==> src/rtl/ccfr_pkg.sv <==
// Shared types, constants and the CRC-16 byte update for the frame receiver.
package ccfr_pkg;

	localparam int           MAX_FRAME   = 256;
	localparam logic [8:0]   FRAME_LIMIT = 9'(MAX_FRAME);
	localparam logic [8:0]   LEN_SAT     = 9'd511;
	localparam logic [9:0]   IDLE_MAX    = 10'd1023;
	localparam logic [9:0]   TIMEOUT_RST = 10'd10;
	localparam logic [15:0]  CRC_INIT    = 16'hFFFF;
	localparam logic [15:0]  CRC_POLY    = 16'hA001;

	typedef enum logic [1:0] {
		ST_OK       = 2'd0,
		ST_TIMEOUT  = 2'd1,
		ST_OVERFLOW = 2'd2
	} status_t;

	typedef struct packed {
		status_t     status;
		logic [8:0]  frame_length;
		logic [15:0] frame_crc;
	} result_t;

	// reflected CRC-16 update, one byte, bit-serial steps unrolled
	function automatic logic [15:0] crc_byte(input logic [15:0] crc_in, input logic [7:0] b);
		logic [15:0] c;
		c = crc_in ^ {8'd0, b};
		for (int i = 0; i < 8; i++) begin
			if (c[0])
				c = (c >> 1) ^ CRC_POLY;
			else
				c = c >> 1;
		end
		return c;
	endfunction

endpackage

==> src/rtl/crc_checked_frame_receiver.sv <==
// Top level: input register, frame core, result register and timeout register.
//
//  channel | direction | handshake          | payload
//  in      | to block  | in_valid/in_stall   | func, rx_byte
//  out     | from block| out_valid/out_stall | status, frame_length, frame_crc
//  cfg     | to block  | cfg_we              | cfg_wdata (timeout_ticks)
//
// One item per cycle while no stalled result is held; input register, then result register.
// The CRC byte update and the result decision sit between the input and result registers.
// Reset clears the frame state and sets the timeout to 10 ticks.
// A stalled result holds; the input register still takes one more item behind it.
module crc_checked_frame_receiver import ccfr_pkg::*; (
	input  logic        clk,
	input  logic        arst_n,
	input  logic        in_valid,
	output logic        in_stall,
	input  logic        func,
	input  logic [7:0]  rx_byte,
	output logic        out_valid,
	input  logic        out_stall,
	output logic [1:0]  status,
	output logic [8:0]  frame_length,
	output logic [15:0] frame_crc,
	input  logic        cfg_we,
	input  logic [9:0]  cfg_wdata
);

	logic        vld_s1;
	logic        func_s1;
	logic [7:0]  byte_s1;
	logic [9:0]  timeout_q;
	logic        out_vld_q;
	result_t     out_q;
	logic        adv_s1;
	logic        res_valid;
	result_t     res;

	assign adv_s1   = !out_vld_q || !out_stall;
	assign in_stall = vld_s1 && !adv_s1;

	always_ff @(posedge clk or negedge arst_n) begin
		if (!arst_n) begin
			timeout_q <= TIMEOUT_RST;
		end else if (cfg_we) begin
			timeout_q <= cfg_wdata;
		end
	end

	always_ff @(posedge clk or negedge arst_n) begin
		if (!arst_n) begin
			vld_s1 <= 1'b0;
		end else if (!in_stall) begin
			vld_s1 <= in_valid;
		end
	end

	always_ff @(posedge clk) begin
		if (!in_stall && in_valid) begin
			func_s1 <= func;
			byte_s1 <= rx_byte;
		end
	end

	ccfr_core u_core (
		.clk           (clk),
		.arst_n        (arst_n),
		.en            (vld_s1 && adv_s1),
		.func          (func_s1),
		.rx_byte       (byte_s1),
		.timeout_ticks (timeout_q),
		.res_valid     (res_valid),
		.res           (res)
	);

	always_ff @(posedge clk or negedge arst_n) begin
		if (!arst_n) begin
			out_vld_q <= 1'b0;
		end else if (adv_s1) begin
			out_vld_q <= vld_s1 && res_valid;
		end
	end

	always_ff @(posedge clk) begin
		if (adv_s1 && vld_s1 && res_valid) begin
			out_q <= res;
		end
	end

	assign out_valid    = out_vld_q;
	assign status       = out_q.status;
	assign frame_length = out_q.frame_length;
	assign frame_crc    = out_q.frame_crc;

endmodule

==> src/rtl/ccfr_core.sv <==
// Frame state, CRC tracking, idle timer and result decision for one item.
module ccfr_core import ccfr_pkg::*; (
	input  logic        clk,
	input  logic        arst_n,
	input  logic        en,
	input  logic        func,
	input  logic [7:0]  rx_byte,
	input  logic [9:0]  timeout_ticks,
	output logic        res_valid,
	output result_t     res
);

	logic [15:0] crc_q;
	logic [7:0]  recent_q;
	logic [7:0]  older_q;
	logic [8:0]  bytes_q;
	logic [9:0]  idle_q;

	logic [15:0] crc_upd;
	logic [8:0]  cnt_n;
	logic [9:0]  idle_n;
	logic        match;
	logic        ovf;
	logic        tmo;

	always_comb begin
		crc_upd = (bytes_q >= 9'd2) ? crc_byte(crc_q, older_q) : crc_q;
		cnt_n   = (bytes_q < LEN_SAT) ? bytes_q + 9'd1 : bytes_q;
		idle_n  = (idle_q < IDLE_MAX) ? idle_q + 10'd1 : idle_q;
		match   = (cnt_n >= 9'd3) && ({rx_byte, recent_q} == crc_upd);
		ovf     = (cnt_n >= FRAME_LIMIT);
		tmo     = (idle_n >= timeout_ticks);

		res_valid = 1'b0;
		res       = '{status: ST_OK, frame_length: cnt_n, frame_crc: crc_upd};
		if (!func) begin
			if (match) begin
				res_valid = 1'b1;
			end else if (ovf) begin
				res_valid = 1'b1;
				res = '{status: ST_OVERFLOW, frame_length: cnt_n, frame_crc: 16'd0};
			end
		end else if (tmo) begin
			res_valid = 1'b1;
			res = '{status: ST_TIMEOUT, frame_length: bytes_q, frame_crc: 16'd0};
		end
	end

	always_ff @(posedge clk or negedge arst_n) begin
		if (!arst_n) begin
			crc_q    <= CRC_INIT;
			recent_q <= 8'd0;
			older_q  <= 8'd0;
			bytes_q  <= 9'd0;
			idle_q   <= 10'd0;
		end else if (en) begin
			if (res_valid) begin
				crc_q    <= CRC_INIT;
				recent_q <= 8'd0;
				older_q  <= 8'd0;
				bytes_q  <= 9'd0;
				idle_q   <= 10'd0;
			end else if (!func) begin
				crc_q    <= crc_upd;
				older_q  <= recent_q;
				recent_q <= rx_byte;
				bytes_q  <= cnt_n;
				idle_q   <= 10'd0;
			end else begin
				idle_q   <= idle_n;
			end
		end
	end

	a_clear_after_result: assert property (@(posedge clk) disable iff (!arst_n)
		en && res_valid |=> bytes_q == 9'd0 && crc_q == CRC_INIT && idle_q == 10'd0)
		else $error("frame state not cleared after result");

	a_frame_bound: assert property (@(posedge clk) disable iff (!arst_n)
		bytes_q < FRAME_LIMIT)
		else $error("frame length passed bound");

	a_ok_min_len: assert property (@(posedge clk) disable iff (!arst_n)
		en && res_valid && res.status == ST_OK |-> res.frame_length >= 9'd3)
		else $error("CRC match on short frame");

	a_byte_clears_idle: assert property (@(posedge clk) disable iff (!arst_n)
		en && !func |=> idle_q == 10'd0)
		else $error("idle count not cleared by byte");

endmodule

==> config.mk <==
export PLATFORM = sky130hd
export DESIGN_NAME = crc_checked_frame_receiver
export DESIGN_NICKNAME = d
export VERILOG_FILES = /design/src/rtl/ccfr_pkg.sv /design/src/rtl/crc_checked_frame_receiver.sv /design/src/rtl/ccfr_core.sv
export SDC_FILE = /design/constraint.sdc
export NUM_CORES = 1
export LEC_CHECK = 0
export ABC_CLOCK_PERIOD_IN_PS = 5900
export BUFFER_PORTS_ARGS = -buffer_cell sky130_fd_sc_hd__buf_2
export CAP_MARGIN = 20
export CORE_MARGIN = 2
export CORE_UTILIZATION = 45
export CTS_CLUSTER_DIAMETER = 80
export CTS_CLUSTER_SIZE = 16
export DETAILED_ROUTE_END_ITERATION = 8
export GPL_TIMING_DRIVEN = 0
export PLACE_DENSITY_LB_ADDON = 0.3
export SLEW_MARGIN = 20
export SYNTH_ARGS = -nofsm -noshare
export SYNTH_HDL_FRONTEND = slang
export SYNTH_SLANG_ARGS = --single-unit
==> constraint.sdc <==
create_clock -name clk -period 5.9 [get_ports clk]
set_input_delay 0 -clock clk [delete_from_list [all_inputs] [get_ports clk]]
set_output_delay 0 -clock clk [all_outputs]
set_load 0.1 [all_outputs]
; Word level (Yosys, flattened, before mapping)
; Index checks and enable logic that the tools add are counted.
[totals]
mem_count = 0
rom_bits = 0
word_cells = 73
output_inout_bits = 29
ramBits = 0
in_bits = 24
latchBits = 0
regBits = 99
[op_classes]
multipliers = 0
bitwise = 9
muxes = 29
reduce_logical = 12
eq_ne = 2
addsub = 2
n_shift = 0
n_lt_le_gt_ge = 6
n_div = 0
[ops]
columns = operator, count
row1 = 16-bit two-way mux, 11
row2 = 27-bit two-way mux, 3
row3 = 8-bit two-way mux, 4
row4 = 10-bit two-way mux, 3
row5 = 9-bit two-way mux, 3
row6 = 26-bit two-way mux, 1
row7 = 2-bit NOT with 3-bit output, 8
row8 = 9-bit by 2-bit greater-or-equal comparator with 1-bit output (second input constant), 2
row9 = 16-bit equality test, 1
row10 = 16-bit by 8-bit XOR with 16-bit output, 1
row11 = 10-bit by 1-bit adder with 10-bit output (second input constant), 1
row12 = 10-bit greater-or-equal comparator, 1
row13 = 10-bit less-than comparator (second input constant), 1
row14 = 9-bit by 1-bit adder with 9-bit output (second input constant), 1
row15 = 9-bit greater-or-equal comparator (second input constant), 1
row16 = 9-bit less-than comparator (second input constant), 1
row17 = 1-bit logical AND, 6
row18 = 1-bit logical NOT, 4
row19 = 1-bit two-way mux, 4
row20 = 2-bit by 1-bit inequality test with 1-bit output (second input constant), 1
row21 = 2-bit AND reduction, 1
row22 = 1-bit logical OR, 1

; Depth between registers and ports, before layout
[logic_depth]
depth_word = 24
ltp_mapped = 17
mapped_depth_nobuf = 14

; Cells and area by module
; Synthesis repeated with hierarchy kept, for this count alone.
[unflattened]
cells_unflattened = 472
area_unflattened_um2 = 5332.6
[modules_own_cells]
columns = mod, area_each_um2, cells_per_inst, n_inst
row1 = ccfr_core, 3743.6, 404, 1
row2 = crc_checked_frame_receiver, 1589.0, 68, 1

; Least setup slack after synthesis
; Ideal clock, no wire load.
[synth_timing]
kind = register to register
startpoint = reg u_core.idle_q[3]
endpoint = reg out_q, in the netlist frame_crc[0], enable pin
arrival_ns = 3.900
slack_ns = 1.614
synth_period_minus_slack_ns = 4.286
stages_incl_launch_ff = 15
n_path_buf = 4
setup_time_ns = 0.386
path_cell_list = dfrtp_1 clkbuf_1 nand4_1 or3_1 clkbuf_1 mux2_2 ha_1 a21o_1 a21o_1 a21oi_1 o211a_1 nor3_1 clkbuf_1 clkbuf_1 and2_1
[synth_between]
elab_chain_len = 6
[synth_rtl]
columns = item, line
row1 = from (decl), ccfr_core.sv:17  ; logic [9:0] idle_q;
row2 = from (signal assigned), ccfr_core.sv:70  ; idle_q <= idle_n;
row3 = 10-bit by 1-bit adder with 10-bit output / 10-bit less-than comparator (equally long branches), ccfr_core.sv:29  ; idle_n = (idle_q < IDLE_MAX) ? idle_q + 10'd1 : idle_q;
row4 = 10-bit two-way mux (*), ccfr_core.sv:29
row5 = 10-bit greater-or-equal comparator (*), ccfr_core.sv:32  ; tmo = (idle_n >= timeout_ticks);
row6 = 1-bit two-way mux (*), ccfr_core.sv:43  ; end else if (tmo) begin
row7 = 1-bit two-way mux (*), ccfr_core.sv:36  ; if (!func) begin
row8 = 1-bit logical AND (*), crc_checked_frame_receiver.sv:84  ; if (adv_s1 && vld_s1 && res_valid) begin
row9 = to (signal assigned), crc_checked_frame_receiver.sv:85  ; out_q <= res;
row10 = to (decl), crc_checked_frame_receiver.sv:33  ; result_t out_q;
; Mark *: on every way between the ends. The rest lies on a longest branch, timed or not.
; A chain may end at the register's enable or synchronous reset.

; Worst setup path in the final report
[layout_timing]
startpoint = reg u_core.idle_q[0]
endpoint = reg out_q, in the netlist frame_crc[10], enable pin
; The elaborated chain is that of the path after synthesis.

==> summary.md <==
* global placement routability congestion: 0.914
* Post-synth EDFFs: 36
* setup_tns: 0 ps
* switching power total: 1.49 mW
* setup skew after layout: 8.87 ps
* primary flip-flop cell chosen by synthesis mapping: sky130_fd_sc_hd__dfrtp_1
* Post-Place Cell Area: 5710 um^2
* register area share after synthesis: 51.1%
* post-CTS resize count: 0
* global-route wire length before repair: 19400 um
* RSZ-0062 raised after global routing: no
* Hold WC Path Type: in -> reg
* netlist area before placement: 5250 um^2
* DRC errors left: 0
* CP Data Required Time: 5880 ps
* transition time at the pin with the least slew margin: 732 ps
* sequential cell area in the final layout: 2680 um^2
* CTS clk-pin slew, worst paths: 70 ps
* outcome: finished clean
* max-capacitance violation count: 0
* cts bufs inserted: 9
* Final Hold Violating Endpoints: 0
* YS warnings: 0
* synthesized net count: 537
* die extent in y: 112 um
* Worst Setup Start Kind: register
* Clk Latency, worst-skew pair: 350 ps
* clk sink count: 99
* GR Util All Layers: 19.6%
* vias in the first global route: 3894
* crit end category: register
* Die Footprint: 12500 um^2
* data arrival time at the worst-slack endpoint: 4870 ps
* Initial Utilization: 46.0%
* diodes inserted: 0
* sum of internal, switching and leakage power: 3.52 mW
* Max-Slew Margin vs Limit: 49.9%
* CTS Root Buffer Type: sky130_fd_sc_hd__clkbuf_16
* global route total overflow: 0
* router iterations before antenna repair: 4
* worst r2r src: u_core.idle_q[0]$_DFFE_PN0P_
* Hold Crit Endpoint: timeout_q[3]$_DFFE_PN1P_
* origin of the worst min-delay path: cfg_we
* final worst-path cycle share: 82.9%
* io pins: 53
* part of the power in the clock network: 17.0%
* vias after detailed routing: 3943
* Final setup viols: 0
* WL per Instance: 15.8 um
* CTS H-Tree Depth: 3
* Multi-input gate area: 2360 um^2
* Die X-Extent: 112 um
* CP Max Fanout: 27
* number of cells on the worst reg-to-reg path: 14
* Finished Cell Area: 6250 um^2
* count of cell types in the netlist: 61
* Final Routed Wirelength: 11600 um
* setup bufs post-CTS: 0
* final non-filler cell total: 734
* Placed Cells incl. Taps: 695
* Sequential Power Share: 31.7%
* largest net degree at the start of global routing: 47
* Slew Viols, Final: 0
* share of flip-flops with an asynchronous set or reset: 63.6%
* class of the most critical setup path: reg -> reg
* share of layout cells above drive strength 1: 19.1%
* number of flip-flops and latches in the synthesized netlist: 99
* Avg Inst Size Synth: 10.5 um^2
* switching fraction of total power: 42.5%
* Leak: 2.63 nW
* worst supply voltage drop on vdd: 0.000364 V
* maximum buffer depth of the clock tree: 2
* synthesized netlist cell count: 500
* hold-fix buffers at CTS: 23
* internal power summed over all cells: 2.02 mW
* area of the core region: 11400 um^2
* area growth from synthesis to layout: 19.1%
* Port Buffer Count: 51
* Final ANT Viol Nets: 0
* commonest non-fill, non-tap cells in the layout: sky130_fd_sc_hd__nand2_1 (80), sky130_fd_sc_hd__buf_2 (55), sky130_fd_sc_hd__dfrtp_1 (45), sky130_fd_sc_hd__o21ai_0 (41), sky130_fd_sc_hd__edfxtp_1 (36)
* site row count: 39
* per-cell via count in the routed design: 5.37
* part of the total power dissipated in combinational logic: 51.2%
* initial antenna violation count: 0
* # fillers: 1005
* maximum operating frequency: 204 MHz
* Net count, final: 623
* hold-critical path depth: 3
* minimum setup slack among reg-to-reg paths: 1010 ps
* first-iteration detailed-routing DRC count: 145
* leading cell type in the layout, fill and taps excluded: sky130_fd_sc_hd__nand2_1
* endpoint of the most critical register-to-register path: frame_crc[10]$_DFFE_PP_
* final critical-path required period: 4890 ps
* half-perimeter wire length after placement: 8330 um
* power density over the cells: 563 nW/um^2
* clock tree from TritonCTS: yes
## sequential cells by signal, summed over array words and instances (netlist names)
signal / flops
frame_crc: 16
u_core.crc_q: 16
timeout_q: 10
u_core.idle_q: 10
frame_length: 9
u_core.bytes_q: 9
byte_s1: 8
u_core.older_q: 8
u_core.recent_q: 8
status: 2
func_s1: 1
out_valid: 1
vld_s1: 1
## worst max-delay path by stage
stage               cells after the start  slack (ps)                          from                       to
finish                                 14        1010  u_core.idle_q[0]$_DFFE_PN0P_  frame_crc[10]$_DFFE_PP_
detailed placement                     14        1030  u_core.idle_q[3]$_DFFE_PN0P_   frame_crc[3]$_DFFE_PP_
global placement                       14         660  u_core.idle_q[3]$_DFFE_PN0P_   frame_crc[3]$_DFFE_PP_
global route                           14         620  u_core.idle_q[0]$_DFFE_PN0P_  frame_crc[10]$_DFFE_PP_
floorplan                              14        1610  u_core.idle_q[3]$_DFFE_PN0P_   frame_crc[0]$_DFFE_PP_
CTS                                    14        1010  u_core.idle_q[3]$_DFFE_PN0P_  frame_crc[10]$_DFFE_PP_
## layer usage
layer / GRT usage (%) / vias to the layer above / wire length, um
met5: 0 / - / 0
met4: 6.99 / 0 / 195
met3: 4.52 / 18 / 558
met2: 30.5 / 98 / 5260
met1: 27.1 / 1867 / 5600
li1: - / 1960 / -
## synth_stat cells (2+ instances only)
master                     instances  area share [%]
sky130_fd_sc_hd__a22o_1            4            0.67
sky130_fd_sc_hd__or2_2             2            0.24
sky130_fd_sc_hd__edfxtp_1         36              21
sky130_fd_sc_hd__o21ai_0          41             3.9
sky130_fd_sc_hd__nand2b_1          4            0.48
sky130_fd_sc_hd__buf_2             5            0.48
sky130_fd_sc_hd__o21bai_1          2            0.29
sky130_fd_sc_hd__nand3_1          13             1.2
sky130_fd_sc_hd__o211ai_1          2            0.29
sky130_fd_sc_hd__xnor2_2           2            0.62
sky130_fd_sc_hd__nor2b_1           3            0.36
sky130_fd_sc_hd__a21o_1            3            0.43
sky130_fd_sc_hd__o311a_1           2            0.38
sky130_fd_sc_hd__mux2i_1          16             3.1
sky130_fd_sc_hd__ha_1             13             3.1
sky130_fd_sc_hd__xor2_1           17             2.8
sky130_fd_sc_hd__o21ai_1           5            0.48
sky130_fd_sc_hd__nor3_1           24             2.3
sky130_fd_sc_hd__o32a_1           13             2.5
sky130_fd_sc_hd__nand2_1          80             5.7
sky130_fd_sc_hd__a21oi_1          12             1.1
sky130_fd_sc_hd__buf_4             3            0.43
sky130_fd_sc_hd__o21a_1            3            0.43
sky130_fd_sc_hd__dfrtp_1          45              21
sky130_fd_sc_hd__o22ai_1           4            0.48
sky130_fd_sc_hd__clkbuf_1         17             1.2
sky130_fd_sc_hd__dfstp_2          18             9.0
sky130_fd_sc_hd__nor2_1           21             1.5
sky130_fd_sc_hd__nand4_1           3            0.36
sky130_fd_sc_hd__inv_1            17             1.2
sky130_fd_sc_hd__buf_6             3            0.64
sky130_fd_sc_hd__nor3b_1           2            0.29
sky130_fd_sc_hd__xnor2_1          25             4.2
sky130_fd_sc_hd__and2_1            5            0.60
sky130_fd_sc_hd__o22a_1            3            0.50
sky130_fd_sc_hd__mux2_2            4            0.86
sky130_fd_sc_hd__or3_1             4            0.48
## worst max-delay path, stage by stage (launching register included)
cell,delay [ps]
sky130_fd_sc_hd__dfrtp_1,420
sky130_fd_sc_hd__ha_1,260
sky130_fd_sc_hd__nand2_1,130
sky130_fd_sc_hd__or3_1,120
sky130_fd_sc_hd__clkbuf_1,290
sky130_fd_sc_hd__nor2b_1,340
sky130_fd_sc_hd__nand3_1,140
sky130_fd_sc_hd__xnor2_1,180
sky130_fd_sc_hd__ha_1,320
sky130_fd_sc_hd__nand2_1,100
sky130_fd_sc_hd__o211a_1,260
sky130_fd_sc_hd__nor3_1,380
sky130_fd_sc_hd__clkbuf_1,400
sky130_fd_sc_hd__clkbuf_1,500
sky130_fd_sc_hd__and2_2,690
## per-stage QoR
step / util [%] / hold slack, ps / setup WS [ps]
2_1_floorplan: - / -296 / 1610
3_3_place_gp: 49.8 / 179 / 657
3_5_place_dp: 50.0 / -93.3 / 1030
4_1_cts: 54.7 / 33.1 / 1010
5_1_grt: 54.7 / 98.7 / 624
6_report: 54.7 / 37.8 / 1010
## logic make-up (layout without fill, tap and decap cells)
kind of cell | Yosys count | count (layout) | synth area share, %
AOI/OAI and AO/OA | 108 | 108 | 14.3
adders and majority gates | 13 | 13 | 3.10
xor gates and xnor gates | 46 | 46 | 8.54
DFF | 99 | 99 | 51.1
buffers and inverters | 45 | 136 | 3.98
and+or+nand+nor | 169 | 169 | 15.1
muxes | 20 | 20 | 3.91
## power by group through the flow
stage / sequential [mW] / combinational (mW) / clock [mW]
2_1_floorplan: 1.26 / 1.24 / 0
3_3_place_gp: 1.12 / 1.72 / 0
3_5_place_dp: 1.13 / 1.76 / 0
4_1_cts: 1.11 / 1.79 / 0.613
5_1_grt: 1.14 / 1.95 / 0.643
6_report: 1.12 / 1.80 / 0.600
## layout make-up
type,instances,area share [%]
Multi-Input combinational cell,356,37.8
Tap cell,143,2.86
Clock buffer,11,3.89
Timing Repair Buffer,75,8.25
Buffer,28,2.32
Inverter,17,1.02
Sequential cell,99,42.9
Clock inverter,5,0.981
(Power assumes the default switching activity.)
